--- src/rtl/dkms_pkg.sv ---
`timescale 1ns / 1ps
// ----------------------------------------------------------------------------
// dkms_pkg
// Shared constants, codes and helpers for the k-mer mismatch scanner.
// ----------------------------------------------------------------------------
package dkms_pkg;

    // nucleotide characters
    localparam logic [7:0] CHAR_T = 8'h54;
    localparam logic [7:0] CHAR_C = 8'h43;
    localparam logic [7:0] CHAR_G = 8'h47;

    // 2-bit symbol codes
    typedef logic [1:0] t_sym;
    localparam t_sym SYM_OTHER = 2'd0;
    localparam t_sym SYM_T     = 2'd1;
    localparam t_sym SYM_C     = 2'd2;
    localparam t_sym SYM_G     = 2'd3;

    // configuration register indexes
    typedef logic [0:0] t_cfg_idx;
    localparam t_cfg_idx REG_MOTIF_CODE     = 1'd0;
    localparam t_cfg_idx REG_MISMATCH_LIMIT = 1'd1;

    // field widths
    localparam int MOTIF_W  = 30;
    localparam int LIMIT_W  = 4;
    localparam int DIST_W   = 4;
    localparam int START_W  = 11;
    localparam int SMIN_W   = 5;
    localparam int OUT_W    = 40;

    localparam logic [LIMIT_W-1:0] LIMIT_RESET = 4'd5;

    // character to symbol code
    function automatic t_sym code_of(input logic [7:0] ch);
        t_sym c;
        case (ch)
            CHAR_T:  c = SYM_T;
            CHAR_C:  c = SYM_C;
            CHAR_G:  c = SYM_G;
            default: c = SYM_OTHER;
        endcase
        return c;
    endfunction

    // one symbol position differs
    function automatic logic sym_differs(input t_sym a, input t_sym b);
        return |(a ^ b);
    endfunction

endpackage

--- src/rtl/dkms_mismatch_count.sv ---
`timescale 1ns / 1ps
// ----------------------------------------------------------------------------
// dkms_mismatch_count
// Counts differing 2-bit symbols between a window and the motif.
// ----------------------------------------------------------------------------
module dkms_mismatch_count
    import dkms_pkg::*;
#(
    parameter int MOTIF_LEN = 15,
    parameter int CNT_W     = 5
) (
    input  logic [2*MOTIF_LEN-1:0] i_window,
    input  logic [2*MOTIF_LEN-1:0] i_motif,
    output logic [CNT_W-1:0]       o_count
);

    localparam int NG = (MOTIF_LEN + 7) / 8;

    logic [MOTIF_LEN-1:0] diff;
    logic [3:0]           grp [NG];

    // per-symbol mismatch flags
    always_comb begin
        for (int i = 0; i < MOTIF_LEN; i++) begin
            diff[i] = sym_differs(i_window[2*i +: 2], i_motif[2*i +: 2]);
        end
    end

    // groups of eight symbols counted in parallel
    always_comb begin
        for (int g = 0; g < NG; g++) begin
            grp[g] = 4'd0;
            for (int j = 0; j < 8; j++) begin
                if (g * 8 + j < MOTIF_LEN) begin
                    grp[g] = grp[g] + 4'(diff[g * 8 + j]);
                end
            end
        end
    end

    // sum of group counts
    always_comb begin
        o_count = '0;
        for (int g = 0; g < NG; g++) begin
            o_count = o_count + CNT_W'(grp[g]);
        end
    end

endmodule

--- src/rtl/dna_kmer_mismatch_scanner_unit.sv ---
`timescale 1ns / 1ps
// ----------------------------------------------------------------------------
// dna_kmer_mismatch_scanner_unit
// Sliding-window Hamming matcher of 2-bit coded DNA against a set motif.
// ----------------------------------------------------------------------------
// One nucleotide byte enters per transaction and one result leaves per
// transaction; the block sustains one symbol per clock while results are
// taken, through an input register, then the window update, mismatch count and
// minimum tracking in one combinational pass into the result register. Input ready
// drops only when both stages hold data and the result is not taken. The
// sequence summary fields are valid on the result that carries tlast, after
// which the window, position counter and minimum are cleared. Configuration
// writes take effect at once and are meant to be issued while idle.
// ----------------------------------------------------------------------------
module dna_kmer_mismatch_scanner_unit
    import dkms_pkg::*;
#(
    parameter int MOTIF_LEN   = 15,
    parameter int MAX_SEQ_LEN = 1024
) (
    input  logic                 i_clk,
    input  logic                 i_rst_n,
    // configuration
    input  logic                 i_cfg_we,
    input  t_cfg_idx             i_cfg_idx,
    input  logic [MOTIF_W-1:0]   i_cfg_data,
    // symbol stream
    input  logic                 i_s_tvalid,
    output logic                 o_s_tready,
    input  logic [7:0]           i_s_tdata,  // [7:0] symbol_byte
    input  logic                 i_s_tlast,  // last_in_sequence
    // result stream
    output logic                 o_m_tvalid,
    input  logic                 i_m_tready,
    // [0] window_full, [4:1] window_distance, [5] window_hit,
    // [16:6] window_start, [21:17] sequence_min, [22] sequence_hit,
    // [33:23] best_start, [39:34] zero
    output logic [OUT_W-1:0]     o_m_tdata,
    output logic                 o_m_tlast   // sequence_done
);

    localparam int WIN_W   = 2 * MOTIF_LEN;
    localparam int CNT_TOP = (MAX_SEQ_LEN > MOTIF_LEN) ? MAX_SEQ_LEN : MOTIF_LEN;
    localparam int CNT_W   = $clog2(CNT_TOP + 1);
    localparam int MIN_W   = $clog2(MOTIF_LEN + 2);
    localparam int CMP_W   = (MIN_W > LIMIT_W) ? MIN_W : LIMIT_W;

    localparam logic [CNT_W-1:0] MAX_CNT  = CNT_W'(MAX_SEQ_LEN);
    localparam logic [CNT_W-1:0] LEN_CNT  = CNT_W'(MOTIF_LEN);
    localparam logic [CNT_W-1:0] LEN_M1   = CNT_W'(MOTIF_LEN - 1);
    localparam logic [MIN_W-1:0] NO_MIN   = MIN_W'(MOTIF_LEN + 1);
    localparam logic [CMP_W-1:0] LEN_CMP  = CMP_W'(MOTIF_LEN);

    // configuration registers
    logic [MOTIF_W-1:0] r_motif;
    logic [LIMIT_W-1:0] r_limit;

    // pipeline registers
    logic               r_in_valid;
    t_sym               r_in_code;
    logic               r_in_last;
    logic               r_res_valid;
    logic [OUT_W-1:0]   r_res_data;
    logic               r_res_last;

    // per-sequence state
    logic [WIN_W-1:0]   r_win,  n_win;
    logic [CNT_W-1:0]   r_seen, n_seen;
    logic [MIN_W-1:0]   r_min,  n_min;
    logic [CNT_W-1:0]   r_best, n_best;

    logic               res_free;
    logic               advance;
    logic [WIN_W-1:0]   win_next;
    logic [CNT_W-1:0]   seen_next;
    logic               full;
    logic [MIN_W-1:0]   dist_raw;
    logic [MIN_W-1:0]   win_dist;
    logic [CNT_W-1:0]   start;
    logic               hit;
    logic               better;
    logic [MIN_W-1:0]   cand_min;
    logic [CNT_W-1:0]   cand_best;
    logic               seq_hit;
    logic [OUT_W-1:0]   res_data;

    // handshake
    assign res_free   = !r_res_valid || i_m_tready;
    assign advance    = r_in_valid && res_free;
    assign o_s_tready = !r_in_valid || res_free;

    // configuration writes
    always_ff @(posedge i_clk) begin
        if (!i_rst_n) begin
            r_motif <= '0;
            r_limit <= LIMIT_RESET;
        end else if (i_cfg_we) begin
            case (i_cfg_idx)
                REG_MOTIF_CODE:     r_motif <= i_cfg_data;
                REG_MISMATCH_LIMIT: r_limit <= i_cfg_data[LIMIT_W-1:0];
                default:            r_motif <= r_motif;
            endcase
        end
    end

    // input register
    always_ff @(posedge i_clk) begin
        if (!i_rst_n) begin
            r_in_valid <= 1'b0;
        end else if (o_s_tready) begin
            r_in_valid <= i_s_tvalid;
        end
    end

    always_ff @(posedge i_clk) begin
        if (o_s_tready && i_s_tvalid) begin
            r_in_code <= code_of(i_s_tdata);
            r_in_last <= i_s_tlast;
        end
    end

    // window shift and saturating position count
    assign win_next  = {r_win[WIN_W-3:0], r_in_code};
    assign seen_next = (r_seen < MAX_CNT) ? r_seen + 1'b1 : r_seen;
    assign full      = seen_next >= LEN_CNT;

    dkms_mismatch_count #(
        .MOTIF_LEN (MOTIF_LEN),
        .CNT_W     (MIN_W)
    ) u_count (
        .i_window (win_next),
        .i_motif  (WIN_W'(r_motif)),
        .o_count  (dist_raw)
    );

    // window result and running minimum
    always_comb begin
        win_dist  = full ? dist_raw : '0;
        start     = full ? seen_next - LEN_M1 : '0;
        hit       = full && (CMP_W'(dist_raw) <= CMP_W'(r_limit));
        better    = full && (dist_raw < r_min);
        cand_min  = better ? dist_raw : r_min;
        cand_best = better ? start : r_best;
        seq_hit   = (CMP_W'(cand_min) <= LEN_CMP) && (CMP_W'(cand_min) <= CMP_W'(r_limit));
    end

    // result packing
    always_comb begin
        res_data        = '0;
        res_data[0]     = full;
        res_data[4:1]   = DIST_W'(win_dist);
        res_data[5]     = hit;
        res_data[16:6]  = START_W'(start);
        if (r_in_last) begin
            res_data[21:17] = SMIN_W'(cand_min);
            res_data[22]    = seq_hit;
            res_data[33:23] = START_W'(cand_best);
        end
    end

    // next sequence state
    always_comb begin
        n_win  = r_win;
        n_seen = r_seen;
        n_min  = r_min;
        n_best = r_best;
        if (advance) begin
            if (r_in_last) begin
                n_win  = '0;
                n_seen = '0;
                n_min  = NO_MIN;
                n_best = '0;
            end else begin
                n_win  = win_next;
                n_seen = seen_next;
                n_min  = cand_min;
                n_best = cand_best;
            end
        end
    end

    always_ff @(posedge i_clk) begin
        if (!i_rst_n) begin
            r_win  <= '0;
            r_seen <= '0;
            r_min  <= NO_MIN;
            r_best <= '0;
        end else begin
            r_win  <= n_win;
            r_seen <= n_seen;
            r_min  <= n_min;
            r_best <= n_best;
        end
    end

    // result register
    always_ff @(posedge i_clk) begin
        if (!i_rst_n) begin
            r_res_valid <= 1'b0;
        end else if (res_free) begin
            r_res_valid <= r_in_valid;
        end
    end

    always_ff @(posedge i_clk) begin
        if (advance) begin
            r_res_data <= res_data;
            r_res_last <= r_in_last;
        end
    end

    assign o_m_tvalid = r_res_valid;
    assign o_m_tdata  = r_res_data;
    assign o_m_tlast  = r_res_last;

    // checks
    a_clear_after_last: assert property (@(posedge i_clk) disable iff (!i_rst_n)
        advance && r_in_last |=> r_seen == '0 && r_win == '0)
        else $error("sequence state not cleared after last symbol");

    a_seen_saturates: assert property (@(posedge i_clk) disable iff (!i_rst_n)
        r_seen <= MAX_CNT)
        else $error("position count beyond maximum length");

    a_min_best_pair: assert property (@(posedge i_clk) disable iff (!i_rst_n)
        (r_min == NO_MIN) == (r_best == '0))
        else $error("best start disagrees with running minimum");

    a_stall_only_full: assert property (@(posedge i_clk) disable iff (!i_rst_n)
        !o_s_tready |-> r_in_valid && r_res_valid && !i_m_tready)
        else $error("input stalled with room in the pipeline");

endmodule

--- config.mk ---
export PLATFORM = sky130hd
export DESIGN_NAME = dna_kmer_mismatch_scanner_unit
export DESIGN_NICKNAME = d
export VERILOG_FILES = /design/src/rtl/dkms_pkg.sv /design/src/rtl/dkms_mismatch_count.sv /design/src/rtl/dna_kmer_mismatch_scanner_unit.sv
export SDC_FILE = /design/constraint.sdc
export NUM_CORES = 1
export LEC_CHECK = 0
export CAP_MARGIN = 5
export CORE_MARGIN = 2
export CORE_UTILIZATION = 40
export CTS_CLUSTER_SIZE = 24
export DETAILED_ROUTE_END_ITERATION = 8
export DONT_BUFFER_PORTS = 1
export GPL_TIMING_DRIVEN = 0
export SYNTH_ARGS = -nofsm -noshare
export SYNTH_HDL_FRONTEND = slang
export SYNTH_HIERARCHICAL = 1
export SYNTH_SLANG_ARGS = --single-unit
export TNS_END_PERCENT = 30
--- constraint.sdc ---
create_clock -name i_clk -period 12.4 [get_ports i_clk]
set_clock_uncertainty 0.05 [all_clocks]
set_input_delay 2.48 -clock i_clk [delete_from_list [all_inputs] [get_ports i_clk]]
set_output_delay 2.48 -clock i_clk [all_outputs]
set_load 0.05 [all_outputs]
# After elaboration in Yosys (flattened, before gate mapping)

Cells that the tools add are included.
Widths: inputs -> output; s select.

Flip-flop bits (word level): 129
Bits of input ports: 45
Output and inout port bits: 43

$add $sub $neg: 16
Magnitude comparators: 6
Equal/unequal tests: 3
Multiplexer cells: 9
Bitwise operators: 16
Reductions and logical operators: 26

Operators with widths:

| cell                  | count |
|---|---|
| $mux 11               | 5 |
| $add 4x1->4           | 11 |
| $reduce_or 2->1       | 15 |
| $xor 2x2->2           | 15 |
| $mux 28               | 1 |
| $eq 8x7->1 const B    | 3 |
| $add 11x1->11 const B | 1 |
| $ge 11x4->1 const B   | 1 |
| $lt 11x11->1 const B  | 1 |
| $sub 11x4->11 const B | 1 |
| $le 5x4->1            | 2 |
| $mux 5                | 2 |
| $pmux 2 s3            | 1 |
| $add 4x4->5           | 1 |
| $le 5x4->1 const B    | 1 |
| $logic_and 1x1->1     | 5 |
| $lt 5x5->1            | 1 |
| $add 1x1->2           | 2 |
| $reduce_and 2->1      | 2 |
| $logic_not 1->1       | 2 |
| $logic_or 1x1->1      | 2 |
| $not 1->1             | 1 |

# Logic depth before layout (Yosys ltp)

Depth after elaboration: 15
Gate-level depth with buffers: 23
Gate-level depth less buffers: 23

# Hierarchy

Netlist, hierarchy kept.

Modules (own cells, without submodules):

| module                         | instances | cells an instance | area an instance (um^2) | sequential area each (um^2) |
|---|---|---|---|---|
| dna_kmer_mismatch_scanner_unit | 1         | 614               | 6,080.8                 | 2,962.8 |
| dkms_mismatch_count            | 1         | 71                | 610.6                   | 0.0 |

# Worst setup path before layout

Ideal clock, no wire load.

Kind: flip-flop to flip-flop
From: reg r_in_code[0]
To: reg r_res_data[22], in the netlist o_m_tdata[22], data pin
Arrival time: 5,925 ps
Required time: 12,095 ps
Setup slack: 6,170 ps
Stages on the path, launching flop included: 24
Cells stage by stage: edfxtp_1 -> xnor2_1 -> nand2_1 -> fa_1 -> inv_1 -> fa_1 -> fa_1 -> fa_1 -> fa_1 -> fa_1 -> inv_1 -> ha_1 -> a21o_1 -> a21oi_1 -> o21ai_0 -> a31oi_4 -> mux2_2 -> ha_1 -> nor2b_1 -> o21ai_0 -> nand2b_1 -> a21oi_1 -> a41o_1 -> and3_1

Longest elaborated chain between the ends: 15

RTL lines:

| element                    | RTL line                              | text |
|---|---|---|
| start, declared            | dna_kmer_mismatch_scanner_unit.sv:60  | `t_sym r_in_code;` |
| start signal, assigned     | dna_kmer_mismatch_scanner_unit.sv:117 | `r_in_code <= code_of(i_s_tdata);` |
| $xor 2x2->2 *              | dkms_pkg.sv:49                        | `return \|(a ^ b);` |
| $reduce_or 2->1 *          | dkms_pkg.sv:49                        |  |
| $add 1x1->2 *              | dkms_mismatch_count.sv:35             | `grp[g] = grp[g] + 4'(diff[g * 8 + j]);` |
| $add 4x1->4 * (6 in a row) | dkms_mismatch_count.sv:35             |  |
| $add 4x4->5 *              | dkms_mismatch_count.sv:45             | `o_count = o_count + CNT_W'(grp[g]);` |
| via dist_raw[1]            | dna_kmer_mismatch_scanner_unit.sv:77  | `logic [MIN_W-1:0] dist_raw;` |
| $lt 5x5->1                 | dna_kmer_mismatch_scanner_unit.sv:141 | `better = full && (dist_raw < r_min);` |
| $logic_and 1x1->1          | dna_kmer_mismatch_scanner_unit.sv:141 |  |
| $mux 5 *                   | dna_kmer_mismatch_scanner_unit.sv:142 | `cand_min = better ? dist_raw : r_min;` |
| via cand_min[1]            | dna_kmer_mismatch_scanner_unit.sv:82  | `logic [MIN_W-1:0] cand_min;` |
| $le 5x4->1                 | dna_kmer_mismatch_scanner_unit.sv:144 | `seq_hit = (CMP_W'(cand_min) <= LEN_CMP) && (CMP_W'(cand_min) <= CMP_W'(r_limit));` |
| $logic_and 1x1->1 *        | dna_kmer_mismatch_scanner_unit.sv:144 |  |
| end signal, assigned       | dna_kmer_mismatch_scanner_unit.sv:207 | `r_res_data <= res_data;` |
| end, declared              | dna_kmer_mismatch_scanner_unit.sv:63  | `logic [OUT_W-1:0] r_res_data;` |

Mark *: on every way through the listed nets, which the timed path passes. The rest lies on a longest branch.
A chain may end at the register's enable or synchronous reset.

# Worst setup path in the final report

From: reg r_in_code[0]
To: reg r_res_data[22], in the netlist o_m_tdata[22], data pin

Longest elaborated chain between the ends: 15

RTL lines:

| element                    | RTL line |
|---|---|
| $xor 2x2->2 *              | dkms_pkg.sv:49 |
| $reduce_or 2->1 *          | dkms_pkg.sv:49 |
| $add 1x1->2 *              | dkms_mismatch_count.sv:35 |
| $add 4x1->4 * (6 in a row) | dkms_mismatch_count.sv:35 |
| $add 4x4->5 *              | dkms_mismatch_count.sv:45 |
| via dist_raw[2]            | dna_kmer_mismatch_scanner_unit.sv:77 |
| $lt 5x5->1 *               | dna_kmer_mismatch_scanner_unit.sv:141 |
| $logic_and 1x1->1 *        | dna_kmer_mismatch_scanner_unit.sv:141 |
| $mux 5 *                   | dna_kmer_mismatch_scanner_unit.sv:142 |
| via cand_min[1]            | dna_kmer_mismatch_scanner_unit.sv:82 |
| $le 5x4->1                 | dna_kmer_mismatch_scanner_unit.sv:144 |
| $logic_and 1x1->1 *        | dna_kmer_mismatch_scanner_unit.sv:144 |

Marks and branches as above.

==> out/metrics.cfg <==
[critical_path]
cp_data_arrival_time_ns=7.05
reg2regPathDepth=22
r2r_end=o_m_tdata[22]
reg2reg_slack_ns=5.47
reg2reg_from=r_in_code[0]
startpoint_type=flop
end_kind=flop
slowest_delay_ns=0.55
crit_type=reg2reg
worstPathCellList=xnor2_1 > nand2_1 > fa_1 > inv_1 > fa_1 > fa_1 > fa_1 > fa_1 > fa_1 > xnor2_1 > ha_1 > a21oi_1 > o21ai_0 > a31oi_4 > mux2_2 > ha_1 > nor2b_1 > o21ai_0 > nand2b_1 > a21oi_1 > a41o_1 > and3_1
worstPathRequired_ns=12.53
path_common_cell=fa_1
crit_path_max_fanout=8
slowest_stage=fa_1

[synthesis]
synth_edf_count=38
postSynthCellCount=685
ys.flop_type=dfxtp_1
yosysTopAreaCell=dfxtp_1
yosysWarnings=6
synth-seq-cells=129
async_flop_share_pct=0
ys_types=67
syn_avg_cell_area_um2=9.768
synth_seq_area_share_pct=44.28
netlist_area_mm2=0.006691
synthTopCellsByArea=dfxtp_1, edfxtp_1, nand2_1, nor2b_1, xor2_1
yosys.area.top_type_share_pct=27.23

[routing]
firstDrtPassIters=4
vias=4753
vias_per_cell=5.040
wirelength_um=14320
routedWlPerCell_um=15.19
drt-initial-drc-count=223
drc=0
detail-route-antenna-nets=0

[cts]
htreeDepth=4
cts_sinks=129
clkTransAtPathRegs_ns=0.05
numCtsBuffers=17
clk_root_buffer_cell=clkbuf_16
cts_resized=0
cts_setup_buffers=0
cts_tree=built
clock_latency_ns=0.43
cts_buffer_depth=2
cts_hold_buf=0

[place]
placed_cell_area_mm2=0.007013
place_ws_ns=5.500
gp_congestion=0.8578
io_buffer_count=0
dp_hpwl_um=10960

[power]
p_sw_share_pct=29.33
power_frac_clock_pct=39.7
comb_power_share_pct=17.6
p_leak_nw=2.915
vdd_ir_drop_max_uv=89.93
power.density_mw_per_mm2=145.2
seq_power_share_pct=42.7
p_sw_w=0.0003203
p_int_w=0.0007717

[timing]
min_period_ns=6.926
rsz0062_at_grt=false
finalSetupTns_ns=0
worst_slack_ns=5.474
setup_viol=0
fmax_mhz=144.4
finalCritPeriodShare_pct=55.86
worst_slew_pin_slew_ns=0.6324
drv_slew=0
max_slew_margin_pct=57.79
finalHoldViolations=0

[floorplanning]
die_w_um=133.3
row_count=47
pin_count=88
die_y_um=133.3
core_area_mm2=0.01647
initial_utilization_pct=40.64
die-area_mm2=0.01778

[global_route]
grt_pass1_wl_um=23830
grt_start_max_net_pins=30
grt_overflow_total=0
track_usage_pct=16.88
grt_pass1_vias=4774
antenna_found_initial=0

[layout]
final_cell_area_mm2=0.007520
nFillCells=1575
multiInputGateArea_mm2=0.003307
regArea_mm2=0.002963
diodes=0
postLayoutCoreUtil_pct=45.67
area_growth_pct=12.38
fin_nets=781
layout-drive-gt1-share_pct=11.48

[run]
maxCapViolCount=0

[hold_path]
hold_path_depth=2
min_to=r_limit[3]
hold_class=reg2reg
min_from=r_limit[3]

[run_status]
status=complete, no violations

-- flip-flops by register name (all words and copies together), names as in the netlist --
register    flops
o_m_tdata      34
r_motif        30
r_win          28
r_best         11
r_seen         11
r_min           5
r_limit         4
r_in_code       2
o_m_tlast       1
o_m_tvalid      1
r_in_last       1
r_in_valid      1
-- placed cells by master, fill, tap and decap left out, types with 9 or more instances in the layout --
cell type	Yosys	final
clkbuf_1	24	27
xor2_1	30	30
o21ai_0	21	21
clkbuf_16	0	17
ha_1	16	16
and2_1	19	19
buf_6	10	10
nor2_1	25	25
nand2_1	87	87
a21boi_0	32	32
inv_1	22	22
fa_1	10	10
xnor2_1	15	15
edfxtp_1	38	38
nor2b_1	47	47
nor3b_1	29	29
a32o_2	9	9
nand3_1	16	16
dfxtp_1	91	91
a21oi_1	44	44
-- power by group through the flow --
stage / combinational, W / clock, W / sequential [W]
after detailed placement: 0.000194 / 0 / 0.000476
final: 0.000192 / 0.000434 / 0.000467
after global placement: 0.000181 / 0 / 0.000476
after CTS: 0.000195 / 0.000439 / 0.000467
after floorplan: 0.000144 / 0 / 0.000473
after global routing: 0.000225 / 0.000455 / 0.000468
-- Yosys cell counts (all sizes together), types with 3 or more instances --
cell type  number
a22oi           3
inv            22
nor3b          29
and3            6
nand3          16
mux2i           6
xnor2          15
a21oi          45
a32o           15
o21ai          22
xor2           30
fa             10
nor3            6
nor2           26
mux2            3
nand3b          4
ha             16
nand2          87
and2           20
edfxtp         38
nor2b          47
dfxtp          91
nand2b          8
buf            27
nand4           3
clkbuf         26
a21boi         32
nor4b           3
-- worst max-delay path by stage --
stage,cells past startpoint,startpoint,to
final,22,r_in_code[0],o_m_tdata[22]
after global routing,22,r_in_code[1],o_m_tdata[22]
after CTS,22,r_in_code[1],o_m_tdata[22]
after detailed placement,22,r_in_code[1],o_m_tdata[22]
after global placement,22,r_in_code[0],o_m_tdata[22]
after floorplan,23,r_in_code[0],o_m_tdata[22]
-- routing by layer --
layer | track usage [%] | share of wire [%] | up-vias
met3 | 4.414 | 4.6 | 29
met5 | 0 | 0 | -
met2 | 27.78 | 46 | 132
met1 | 21.58 | 47 | 2199
li1 | - | - | 2393
met4 | 5.851 | 2.0 | 0
-- critical path, delay by kind of cell (launching register included) --
family	cells	cell delay, ns
AOI/OAI and AO/OA	6	0.96
muxes	1	0.40
adders and majority gates	8	3.66
and+or+nand+nor	4	0.45
buffers and inverters	1	0.06
xor gates and xnor gates	2	0.64
DFF	1	0.46
-- final cells by class --
cell class | count | area share [%]
clock buffers | 20 | 5.807
repair buffers | 1 | 0.3661
multi-input cells | 485 | 43.98
flip-flops and latches | 129 | 39.40
well taps | 220 | 3.661
plain buffers | 54 | 4.759
clock inverters | 12 | 0.9318
inverters | 22 | 1.098
-- stage by stage --
stage                     cells  total power [W]  hold slack [ns]
after floorplan             690        0.0006172           0.3905
after global placement      910        0.0006571           0.4160
after detailed placement    911        0.0006697           0.4128
after CTS                   943         0.001101           0.4200
after global routing        943         0.001147           0.4612
final                       943         0.001092           0.4189
-- cells by family after synthesis --
logic type / after synthesis / synth area share, %
and+or+nand+nor: 263 / 21.73
AOI/OAI and AO/OA: 135 / 14.02
DFF: 129 / 44.28
buffers and inverters: 76 / 6.582
xor gates and xnor gates: 45 / 5.890
adders and majority gates: 26 / 5.983
muxes: 9 / 1.402
other: 2 / 0.1122
Power figures use the tool's default switching activity.
